$ cat src/hw/rtl/prime_sieve_lister_defines.svh
// Assertion macros shared by the sieve lister RTL.
`ifndef PRIME_SIEVE_LISTER_DEFINES_SVH
`define PRIME_SIEVE_LISTER_DEFINES_SVH

// same-cycle implication, reset-qualified
`define PSL_ASSERT_IMP(label, clk, rst_n, ante, cons, msg) \
	label: assert property (@(posedge clk) disable iff (!rst_n) (ante) |-> (cons)) \
		else $error(msg);

// next-cycle implication, reset-qualified
`define PSL_ASSERT_NXT(label, clk, rst_n, ante, cons, msg) \
	label: assert property (@(posedge clk) disable iff (!rst_n) (ante) |=> (cons)) \
		else $error(msg);

`endif

$ cat src/hw/rtl/psl_pkg.sv
// Shared types and constants for the sieve lister.
package psl_pkg;

	localparam int LIM_W         = 8;
	localparam int MAX_LIMIT_DEF = 255;
	localparam int PC_W          = 4;

	typedef logic [PC_W-1:0] pc_t;

	typedef enum logic [2:0] {
		C_NEVER      = 3'd0,
		C_ALWAYS     = 3'd1,
		C_NO_REQ     = 3'd2,
		C_LIM_LT2    = 3'd3,
		C_I_LT_LIM   = 3'd4,
		C_ISQ_GT_LIM = 3'd5,
		C_MARKED     = 3'd6,
		C_JN_LE_LIM  = 3'd7
	} cond_t;

	typedef enum logic [1:0] {
		I_HOLD = 2'd0,
		I_TWO  = 2'd1,
		I_INC  = 2'd2
	} iop_t;

	typedef enum logic [1:0] {
		MW_NONE  = 2'd0,
		MW_CLR_I = 2'd1,
		MW_SET_J = 2'd2
	} mwop_t;

	typedef enum logic [1:0] {
		EM_NONE  = 2'd0,
		EM_PEND  = 2'd1,
		EM_FINAL = 2'd2,
		EM_EMPTY = 2'd3
	} emop_t;

	typedef struct packed {
		logic  in_rdy;
		logic  wait_out;
		cond_t cond;
		pc_t   target;
		iop_t  i_op;
		logic  j_set;
		logic  j_add;
		mwop_t mem_wr;
		logic  mem_rd;
		emop_t emit;
		logic  pend_clr;
	} ctrl_t;

	typedef struct packed {
		logic in_acc;
		logic lim_lt2;
		logic i_lt_lim;
		logic isq_gt_lim;
		logic marked;
		logic jn_le_lim;
		logic out_stall;
	} stat_t;

endpackage

$ cat src/hw/rtl/psl_if.sv
// Request and result channel interfaces.
interface psl_req_if import psl_pkg::*; ();
	logic             valid;
	logic             ready;
	logic [LIM_W-1:0] limit;

	modport source (output valid, output limit, input ready);
	modport sink (input valid, input limit, output ready);
endinterface

interface psl_rsp_if import psl_pkg::*; ();
	logic             valid;
	logic             ready;
	logic [LIM_W-1:0] prime;
	logic             prime_valid;
	logic             last;

	modport source (output valid, output prime, output prime_valid, output last, input ready);
	modport sink (input valid, input prime, input prime_valid, input last, output ready);
endinterface

$ cat src/hw/rtl/psl_seq.sv
// Microcode sequencer: step counter, control ROM and jump logic.
module psl_seq import psl_pkg::*; (
	input  logic  clk,
	input  logic  arst_n,
	input  stat_t stat,
	output ctrl_t ctrl
);

	localparam pc_t S_WAIT  = pc_t'(0);
	localparam pc_t S_CHK   = pc_t'(1);
	localparam pc_t S_CLR   = pc_t'(2);
	localparam pc_t S_SETI  = pc_t'(3);
	localparam pc_t S_SQ    = pc_t'(4);
	localparam pc_t S_TSTI  = pc_t'(5);
	localparam pc_t S_MARK  = pc_t'(6);
	localparam pc_t S_NXTI  = pc_t'(7);
	localparam pc_t S_SCAN  = pc_t'(8);
	localparam pc_t S_SRD   = pc_t'(9);
	localparam pc_t S_STST  = pc_t'(10);
	localparam pc_t S_SEMIT = pc_t'(11);
	localparam pc_t S_SNXT  = pc_t'(12);
	localparam pc_t S_FIN   = pc_t'(13);
	localparam pc_t S_EMPTY = pc_t'(14);

	pc_t  pc_q;
	logic take;
	logic hold;

	always_comb begin
		ctrl = '{in_rdy: 1'b0, wait_out: 1'b0, cond: C_NEVER, target: S_WAIT,
			i_op: I_HOLD, j_set: 1'b0, j_add: 1'b0, mem_wr: MW_NONE,
			mem_rd: 1'b0, emit: EM_NONE, pend_clr: 1'b0};
		case (pc_q)
			S_WAIT: begin
				ctrl.in_rdy = 1'b1;
				ctrl.i_op   = I_TWO;
				ctrl.cond   = C_NO_REQ;
				ctrl.target = S_WAIT;
			end
			S_CHK: begin
				ctrl.cond   = C_LIM_LT2;
				ctrl.target = S_EMPTY;
			end
			S_CLR: begin
				ctrl.mem_wr = MW_CLR_I;
				ctrl.i_op   = I_INC;
				ctrl.cond   = C_I_LT_LIM;
				ctrl.target = S_CLR;
			end
			S_SETI: begin
				ctrl.i_op = I_TWO;
			end
			S_SQ: begin
				ctrl.mem_rd = 1'b1;
				ctrl.j_set  = 1'b1;
				ctrl.cond   = C_ISQ_GT_LIM;
				ctrl.target = S_SCAN;
			end
			S_TSTI: begin
				ctrl.cond   = C_MARKED;
				ctrl.target = S_NXTI;
			end
			S_MARK: begin
				ctrl.mem_wr = MW_SET_J;
				ctrl.j_add  = 1'b1;
				ctrl.cond   = C_JN_LE_LIM;
				ctrl.target = S_MARK;
			end
			S_NXTI: begin
				ctrl.i_op   = I_INC;
				ctrl.cond   = C_ALWAYS;
				ctrl.target = S_SQ;
			end
			S_SCAN: begin
				ctrl.i_op     = I_TWO;
				ctrl.pend_clr = 1'b1;
			end
			S_SRD: begin
				ctrl.mem_rd = 1'b1;
			end
			S_STST: begin
				ctrl.cond   = C_MARKED;
				ctrl.target = S_SNXT;
			end
			S_SEMIT: begin
				ctrl.wait_out = 1'b1;
				ctrl.emit     = EM_PEND;
			end
			S_SNXT: begin
				ctrl.i_op   = I_INC;
				ctrl.cond   = C_I_LT_LIM;
				ctrl.target = S_SRD;
			end
			S_FIN: begin
				ctrl.wait_out = 1'b1;
				ctrl.emit     = EM_FINAL;
				ctrl.cond     = C_ALWAYS;
				ctrl.target   = S_WAIT;
			end
			S_EMPTY: begin
				ctrl.wait_out = 1'b1;
				ctrl.emit     = EM_EMPTY;
				ctrl.cond     = C_ALWAYS;
				ctrl.target   = S_WAIT;
			end
			default: begin
				ctrl.cond   = C_ALWAYS;
				ctrl.target = S_WAIT;
			end
		endcase
	end

	always_comb begin
		case (ctrl.cond)
			C_NEVER:      take = 1'b0;
			C_ALWAYS:     take = 1'b1;
			C_NO_REQ:     take = !stat.in_acc;
			C_LIM_LT2:    take = stat.lim_lt2;
			C_I_LT_LIM:   take = stat.i_lt_lim;
			C_ISQ_GT_LIM: take = stat.isq_gt_lim;
			C_MARKED:     take = stat.marked;
			C_JN_LE_LIM:  take = stat.jn_le_lim;
			default:      take = 1'b0;
		endcase
	end

	assign hold = ctrl.wait_out && stat.out_stall;

	always_ff @(posedge clk or negedge arst_n) begin
		if (!arst_n) begin
			pc_q <= S_WAIT;
		end else if (!hold) begin
			pc_q <= take ? ctrl.target : pc_q + pc_t'(1);
		end
	end

endmodule

$ cat src/hw/rtl/psl_dp.sv
// Datapath: limit and index registers, composite bitmap, result register.
module psl_dp import psl_pkg::*; #(
	parameter int MAX_LIMIT = MAX_LIMIT_DEF
) (
	input  logic       clk,
	input  logic       arst_n,
	input  ctrl_t      ctrl,
	output stat_t      stat,
	psl_req_if.sink    req,
	psl_rsp_if.source  rsp
);

	localparam int DEPTH = MAX_LIMIT + 1;
	localparam int AW    = $clog2(DEPTH);

	logic                 map_mem [DEPTH];
	logic [LIM_W-1:0]     lim_q;
	logic [LIM_W-1:0]     lim_sat;
	logic [LIM_W-1:0]     i_q;
	logic [LIM_W:0]       j_q;
	logic [LIM_W:0]       j_nxt;
	logic [2*LIM_W-1:0]   i_sq;
	logic                 rd_q;
	logic [LIM_W-1:0]     pend_q;
	logic                 have_pend_q;
	logic                 out_v_q;
	logic [LIM_W-1:0]     prime_q;
	logic                 pvalid_q;
	logic                 last_q;
	logic                 act;
	logic                 emit_fire;
	logic [LIM_W-1:0]     emit_prime;
	logic                 emit_pvalid;
	logic                 emit_last;

	assign req.ready = ctrl.in_rdy;

	assign lim_sat = (req.limit > LIM_W'(MAX_LIMIT)) ? LIM_W'(MAX_LIMIT) : req.limit;
	assign i_sq    = (2*LIM_W)'(i_q) * (2*LIM_W)'(i_q);
	assign j_nxt   = j_q + {1'b0, i_q};

	assign stat.in_acc     = req.valid && req.ready;
	assign stat.lim_lt2    = lim_q < LIM_W'(2);
	assign stat.i_lt_lim   = i_q < lim_q;
	assign stat.isq_gt_lim = i_sq > (2*LIM_W)'(lim_q);
	assign stat.marked     = rd_q;
	assign stat.jn_le_lim  = j_nxt <= {1'b0, lim_q};
	assign stat.out_stall  = out_v_q && !rsp.ready;

	assign act = !(ctrl.wait_out && stat.out_stall);

	always_comb begin
		emit_fire   = 1'b0;
		emit_prime  = pend_q;
		emit_pvalid = 1'b1;
		emit_last   = 1'b0;
		case (ctrl.emit)
			EM_NONE: begin
				emit_fire = 1'b0;
			end
			EM_PEND: begin
				emit_fire = act && have_pend_q;
			end
			EM_FINAL: begin
				emit_fire = act;
				emit_last = 1'b1;
			end
			EM_EMPTY: begin
				emit_fire   = act;
				emit_prime  = '0;
				emit_pvalid = 1'b0;
				emit_last   = 1'b1;
			end
			default: begin
				emit_fire = 1'b0;
			end
		endcase
	end

	always_ff @(posedge clk) begin
		if (stat.in_acc) begin
			lim_q <= lim_sat;
		end
		case (ctrl.i_op)
			I_TWO:   i_q <= LIM_W'(2);
			I_INC:   i_q <= i_q + LIM_W'(1);
			default: i_q <= i_q;
		endcase
		if (ctrl.j_set) begin
			j_q <= {i_q, 1'b0};
		end else if (ctrl.j_add) begin
			j_q <= j_nxt;
		end
		if (ctrl.emit == EM_PEND && act) begin
			pend_q <= i_q;
		end
		if (emit_fire) begin
			prime_q  <= emit_prime;
			pvalid_q <= emit_pvalid;
			last_q   <= emit_last;
		end
	end

	// bitmap: one write or one registered read per cycle
	always_ff @(posedge clk) begin
		case (ctrl.mem_wr)
			MW_CLR_I: map_mem[i_q[AW-1:0]] <= 1'b0;
			MW_SET_J: map_mem[j_q[AW-1:0]] <= 1'b1;
			default:  ;
		endcase
		if (ctrl.mem_rd) begin
			rd_q <= map_mem[i_q[AW-1:0]];
		end
	end

	always_ff @(posedge clk or negedge arst_n) begin
		if (!arst_n) begin
			have_pend_q <= 1'b0;
			out_v_q     <= 1'b0;
		end else begin
			if (ctrl.pend_clr) begin
				have_pend_q <= 1'b0;
			end else if (ctrl.emit == EM_PEND && act) begin
				have_pend_q <= 1'b1;
			end
			if (emit_fire) begin
				out_v_q <= 1'b1;
			end else if (rsp.ready) begin
				out_v_q <= 1'b0;
			end
		end
	end

	assign rsp.valid       = out_v_q;
	assign rsp.prime       = prime_q;
	assign rsp.prime_valid = pvalid_q;
	assign rsp.last        = last_q;

endmodule

$ cat src/hw/rtl/prime_sieve_lister.sv
// Top level of the sieve of Eratosthenes prime lister.
// One request at a time: a limit goes in, the primes up to it come out in
// ascending order with last set on the final one; a limit below two gives one
// result with prime_valid clear. The request port is ready only between
// requests. A request first clears the map, then marks the multiples of each
// unmarked base i with i*i <= limit, then scans every entry and emits each
// prime found; the result side can hold it off while a result waits. Its
// pace is set by the single-port bitmap, one access per cycle, and its
// registered read data.
`include "prime_sieve_lister_defines.svh"

module prime_sieve_lister import psl_pkg::*; #(
	parameter int MAX_LIMIT = MAX_LIMIT_DEF
) (
	input logic       clk,
	input logic       arst_n,
	psl_req_if.sink   req,
	psl_rsp_if.source rsp
);

	ctrl_t ctrl;
	stat_t stat;
	logic  rsp_wait;
	logic  rsp_prm;

	psl_seq u_seq (
		.clk    (clk),
		.arst_n (arst_n),
		.stat   (stat),
		.ctrl   (ctrl)
	);

	psl_dp #(
		.MAX_LIMIT (MAX_LIMIT)
	) u_dp (
		.clk    (clk),
		.arst_n (arst_n),
		.ctrl   (ctrl),
		.stat   (stat),
		.req    (req),
		.rsp    (rsp)
	);

	assign rsp_wait = rsp.valid && !rsp.ready;
	assign rsp_prm  = rsp.valid && rsp.prime_valid;

	`PSL_ASSERT_NXT(a_one_req, clk, arst_n, req.valid && req.ready, !req.ready, "busy request")
	`PSL_ASSERT_IMP(a_empty, clk, arst_n, rsp.valid && !rsp.prime_valid, rsp.last, "no last")
	`PSL_ASSERT_IMP(a_prime_min, clk, arst_n, rsp_prm, rsp.prime >= LIM_W'(2), "prime below two")
	`PSL_ASSERT_NXT(a_rsp_hold, clk, arst_n, rsp_wait, rsp.valid && $stable(rsp.prime), "changed")

endmodule
$ cat src/flat_wrapper.sv
// flat-port wrapper written by rule: the top's interface ports become plain ports
module prime_sieve_lister_flat import psl_pkg::*;
#(
	parameter int MAX_LIMIT = MAX_LIMIT_DEF
)
  (clk, arst_n, req_valid, req_limit, req_ready, rsp_valid, rsp_prime, rsp_prime_valid, rsp_last, rsp_ready);
  psl_req_if req_i ();
  psl_rsp_if rsp_i ();
  input logic clk;
  input logic arst_n;
  input wire logic [$bits(req_i.valid)-1:0] req_valid;
  input wire logic [$bits(req_i.limit)-1:0] req_limit;
  output wire logic [$bits(req_i.ready)-1:0] req_ready;
  output wire logic [$bits(rsp_i.valid)-1:0] rsp_valid;
  output wire logic [$bits(rsp_i.prime)-1:0] rsp_prime;
  output wire logic [$bits(rsp_i.prime_valid)-1:0] rsp_prime_valid;
  output wire logic [$bits(rsp_i.last)-1:0] rsp_last;
  input wire logic [$bits(rsp_i.ready)-1:0] rsp_ready;
  assign req_i.valid = req_valid;
  assign req_i.limit = req_limit;
  assign req_ready = req_i.ready;
  assign rsp_valid = rsp_i.valid;
  assign rsp_prime = rsp_i.prime;
  assign rsp_prime_valid = rsp_i.prime_valid;
  assign rsp_last = rsp_i.last;
  assign rsp_i.ready = rsp_ready;
  prime_sieve_lister #(.MAX_LIMIT(MAX_LIMIT)) u_core (.clk(clk), .arst_n(arst_n), .req(req_i), .rsp(rsp_i));
endmodule
$ cat config.mk
export PLATFORM = sky130hd
export DESIGN_NAME = prime_sieve_lister_flat
export DESIGN_NICKNAME = d
export VERILOG_FILES = /design/src/hw/rtl/psl_pkg.sv /design/src/hw/rtl/psl_if.sv /design/src/hw/rtl/psl_seq.sv /design/src/hw/rtl/psl_dp.sv /design/src/hw/rtl/prime_sieve_lister.sv /design/src/flat_wrapper.sv
export VERILOG_INCLUDE_DIRS = /design/src /design/src/hw/rtl
export SDC_FILE = /design/constraint.sdc
export NUM_CORES = 1
export LEC_CHECK = 0
export BUFFER_PORTS_ARGS = -buffer_cell sky130_fd_sc_hd__buf_2
export CORE_AREA = 3 3 201 242
export CTS_CLUSTER_DIAMETER = 30
export CTS_CLUSTER_SIZE = 28
export DETAILED_ROUTE_END_ITERATION = 16
export DIE_AREA = 0 0 204 245
export GPL_TIMING_DRIVEN = 0
export PLACE_DENSITY_LB_ADDON = 0.05
export SLEW_MARGIN = 20
export SYNTH_ARGS = -nofsm -noshare
export SYNTH_HDL_FRONTEND = slang
export SYNTH_SLANG_ARGS = --single-unit
$ cat constraint.sdc
create_clock -name clk -period 16.5 [get_ports clk]
set_input_delay 0.825 -clock clk [delete_from_list [all_inputs] [get_ports clk]]
set_output_delay 0.825 -clock clk [all_outputs]
set_load 0.01 [all_outputs]
==> flow_metrics.env <==
export IMPL_outcome="complete, no violations"
export IMPL_die_area_um2=50000
export IMPL_place_congestion=0.790
export IMPL_crit_chain="clkbuf_1 > buf_2 > buf_1 > clkbuf_1 > and2_1 > fa_1 > xnor2_1 > xnor2_1 > fa_1 > inv_1 > fa_1 > inv_1 > ha_1 > o21ai_0 > nor2_1 > nor2_1 > ha_1 > a21o_1 > nor3_1 > o221ai_1 > nor4_1 > a21oi_1 > or2_1 > o311ai_0"
export IMPL_yosysTopAreaCellShare_pct=55.6
export IMPL_seq_power_share_pct=19.5
export IMPL_clock_sinks=306
export IMPL_cts_buffers=82
export IMPL_syn_inst=1275
export IMPL_routedWlPerCell_um=22.2
export IMPL_yosysTopAreaCell="edfxtp_1"
export IMPL_hold_buffers=0
export IMPL_num_fill_cells=4340
export IMPL_fmax_mhz=127
export IMPL_grt_max_degree=75
export IMPL_drive_gt1_share_pct=17.3
export IMPL_die_w_um=204
export IMPL_fin_ws_ns=8.63
export IMPL_clockRootBuffer="clkbuf_16"
export IMPL_maxCapViolations=0
export IMPL_gr_usage_all_layers_pct=18.8
export IMPL_vias_per_cell=5.13
export IMPL_yosysMostFrequentCell="nor2_1"
export IMPL_peakVddDrop_mv=0.235
export IMPL_required_ns=16.96
export IMPL_grt_overflow_total=0
export IMPL_fin_nets=1491
export IMPL_rsz0062_at_grt="false"
export IMPL_path_buf_inv=6
export IMPL_period_share_pct=47.7
export IMPL_post_cts_resize_count=0
export IMPL_final_util_pct=43.0
export IMPL_fin_crit_ns=7.87
export IMPL_postCtsSetupRepairBufs=0
export IMPL_hold_viol=0
export IMPL_arrival_ns=8.33
export IMPL_grt_pass1_wl_mm=69.5
export IMPL_r2r_start="u_core.u_dp.i_q[1]$_SDFFCE_PP1P_"
export IMPL_fin_tns_setup_ns=0
export IMPL_relSlewSlack_pct=21.4
export IMPL_finalPower_uw=4930
export IMPL_synth_seq_area_share_pct=56.7
export IMPL_synth_top_cells_by_count="nor2_1 (307), edfxtp_1 (299), mux4_2 (81), nand2_1 (81)"
export IMPL_rows=86
export IMPL_cpMostUsedCell="fa_1"
export IMPL_rr_worst_depth=24
export IMPL_clock_path_buffers=3
export IMPL_drt_pass1_iter_count=5
export IMPL_yosys_warnings=0
export IMPL_hpwlAfterDp_mm=30.0
export IMPL_cts_tree="yes"
export IMPL_p_leak_uw=0.00702
export IMPL_totalWireLength_mm=45.9
export IMPL_cp_start_kind="flip-flop"
export IMPL_p_per_area_nw_per_um2=248
export IMPL_synth_area_leaders="edfxtp_1 (56%), mux4_2 (11%), nor2_1 (7.1%)"
export IMPL_drtAntennaViolNets=0
export IMPL_avgSynthCellArea_um2=12.7
export IMPL_coreArea_um2=46200
export IMPL_slew_violations=0
export IMPL_reg2reg_to="u_core.u_seq.pc_q[0]$_DFFE_PN0N_"
export IMPL_drt_iter0_drc=710
export IMPL_synth_async_reset_ratio_pct=1.96
export IMPL_io_buffers=23
export IMPL_io_pins=24
export IMPL_grt_pass1_vias=11200
export IMPL_antenna_found_initial=0
export IMPL_swShare_pct=39.8
export IMPL_skew_ns=0.0195
export IMPL_synth_edff_count=299
export IMPL_p_sw_uw=1960
export IMPL_vias=10600
export IMPL_drc=0
export IMPL_antenna_cells=0
export IMPL_hold_class="in2async"
export IMPL_place_ws_ns=8.57
export IMPL_initial_core_util_pct=35.0
export IMPL_die_h_um=245
export IMPL_worst_setup_path_type="reg2reg"
export IMPL_cp_slowest_stage_delay_ns=0.62
export IMPL_synth_area_um2=16100
export IMPL_ys_ff_latch=306
export IMPL_critPathSlowestCell="buf_1"
export IMPL_worstMarginPinSlew_ns=1.18
export IMPL_synthFlopType="edfxtp_1"
export IMPL_synth_cell_types=62
export IMPL_cp_max_fo=10
export IMPL_power_frac_comb_pct=49.3
export IMPL_regToRegSetupSlack_ns=8.63
export IMPL_p_clk_share_pct=31.3
export IMPL_path_delay_family="adder cells"
export IMPL_clk_pin_slew_ns=0.04
export IMPL_p_int_uw=2970
export IMPL_setup_viol=0
export IMPL_htreeDepth=3
export IMPL_clock_latency_ns=0.59
export IMPL_area_growth_pct=23.0
export IMPL_cp_end_kind="flip-flop"
## placed cells by master, fill, tap and decap left out, drive strengths merged, types with 7 or more instances in the layout
cell type,synthesis,routed
nor2,307,307
a21oi,24,24
o21ai,26,26
edfxtp,299,299
a22oi,9,9
nand2,81,81
nor3,15,15
and2,26,26
bufinv,0,8
nand2b,10,10
fa,26,26
o32ai,8,8
clkbuf,61,162
clkinv,0,37
nand3,10,10
and3,10,10
xnor2,18,18
ha,67,67
inv,67,69
buf,19,45
nor2b,11,11
a21o,7,7
mux4,81,81
## area by class of cell
class                           instances  area (um2)  share of cell area, %
Sequential cell                       306        9150                   46.1
Multi-Input combinational cell        823        6430                   32.4
Clock buffer                          101        2210                   11.1
Tap cell                              616         771                   3.88
Clock inverter                         52         508                   2.56
Buffer                                 80         343                   1.73
Inverter                               67         251                   1.27
Timing Repair Buffer                   26         198                  0.995
## cell families after synthesis
group	synth area share [%]
simple gates	12.8
fa+ha+maj	8.42
compound gates	5.47
other cells	0.0232
flops	56.7
buf+inv	3.66
xor+xnor	1.25
mux	11.7
## how the worst max path moves through the flow
stage | startpoint | to | slack [ns] | cells after the start
after global routing | u_core.u_dp.i_q[1]$_SDFFCE_PP1P_ | u_core.u_seq.pc_q[0]$_DFFE_PN0N_ | 8.09 | 24
after global placement | u_core.u_seq.pc_q[0]$_DFFE_PN0N_ | u_core.u_dp.map_mem[223]$_DFFE_PP_ | 6.07 | 12
after floorplan | u_core.u_seq.pc_q[0]$_DFFE_PN0N_ | u_core.u_dp.map_mem[197]$_DFFE_PP_ | 10.08 | 13
after CTS | u_core.u_dp.i_q[1]$_SDFFCE_PP1P_ | u_core.u_seq.pc_q[0]$_DFFE_PN0N_ | 8.55 | 24
after detailed placement | u_core.u_dp.i_q[1]$_SDFFCE_PP1P_ | u_core.u_seq.pc_q[0]$_DFFE_PN0N_ | 8.57 | 24
final | u_core.u_dp.i_q[1]$_SDFFCE_PP1P_ | u_core.u_seq.pc_q[0]$_DFFE_PN0N_ | 8.63 | 24
## registers in the layout, summed over array words and instances, names as in the netlist
| name | count |
|---|---|
| u_core.u_dp.rsp.last | 1 |
| u_core.u_dp.pend_q | 8 |
| u_core.u_dp.rd_q | 1 |
| u_core.u_dp.rsp.valid | 1 |
| u_core.u_dp.rsp.prime_valid | 1 |
| u_core.u_dp.i_q | 8 |
| u_core.u_dp.have_pend_q | 1 |
| u_core.u_seq.pc_q | 4 |
| u_core.u_dp.rsp.prime | 8 |
| u_core.u_dp.j_q | 9 |
| u_core.u_dp.map_mem | 256 |
| u_core.u_dp.lim_q | 8 |
## power by group through the flow
stage | sequential, uW | combinational, uW | clock (uW)
3_3_place_gp | 986 | 2460 | 0
3_5_place_dp | 972 | 2470 | 0
2_1_floorplan | 961 | 1800 | 0
6_report | 959 | 2430 | 1540
4_1_cts | 959 | 2480 | 1570
5_1_grt | 963 | 2770 | 1610
## stage by stage
| step | hold WS [ns] | instance area (um2) | std cells |
|---|---|---|---|
| finish | 0.0668 | 19900 | 2071 |
| global route | 0.0700 | 19900 | 2071 |
| CTS | 0.0457 | 19900 | 2071 |
| detailed placement | 0.503 | 17100 | 1918 |
| global placement | 0.502 | 17000 | 1915 |
| floorplan | 0.477 | 16100 | 1276 |
## layer usage
layer  track usage (%)  vias to the layer above  routed length, um  share of wire, %
li1                  -                     4898                  -                 -
met1              23.0                     5399              18800                41
met2              33.3                      250              23800                52
met3              3.20                       78               1960               4.3
met4              6.92                        0               1310               2.9
met5                 0                        -                  0                 0
Note: power is estimated with default switching activity, not from simulation.
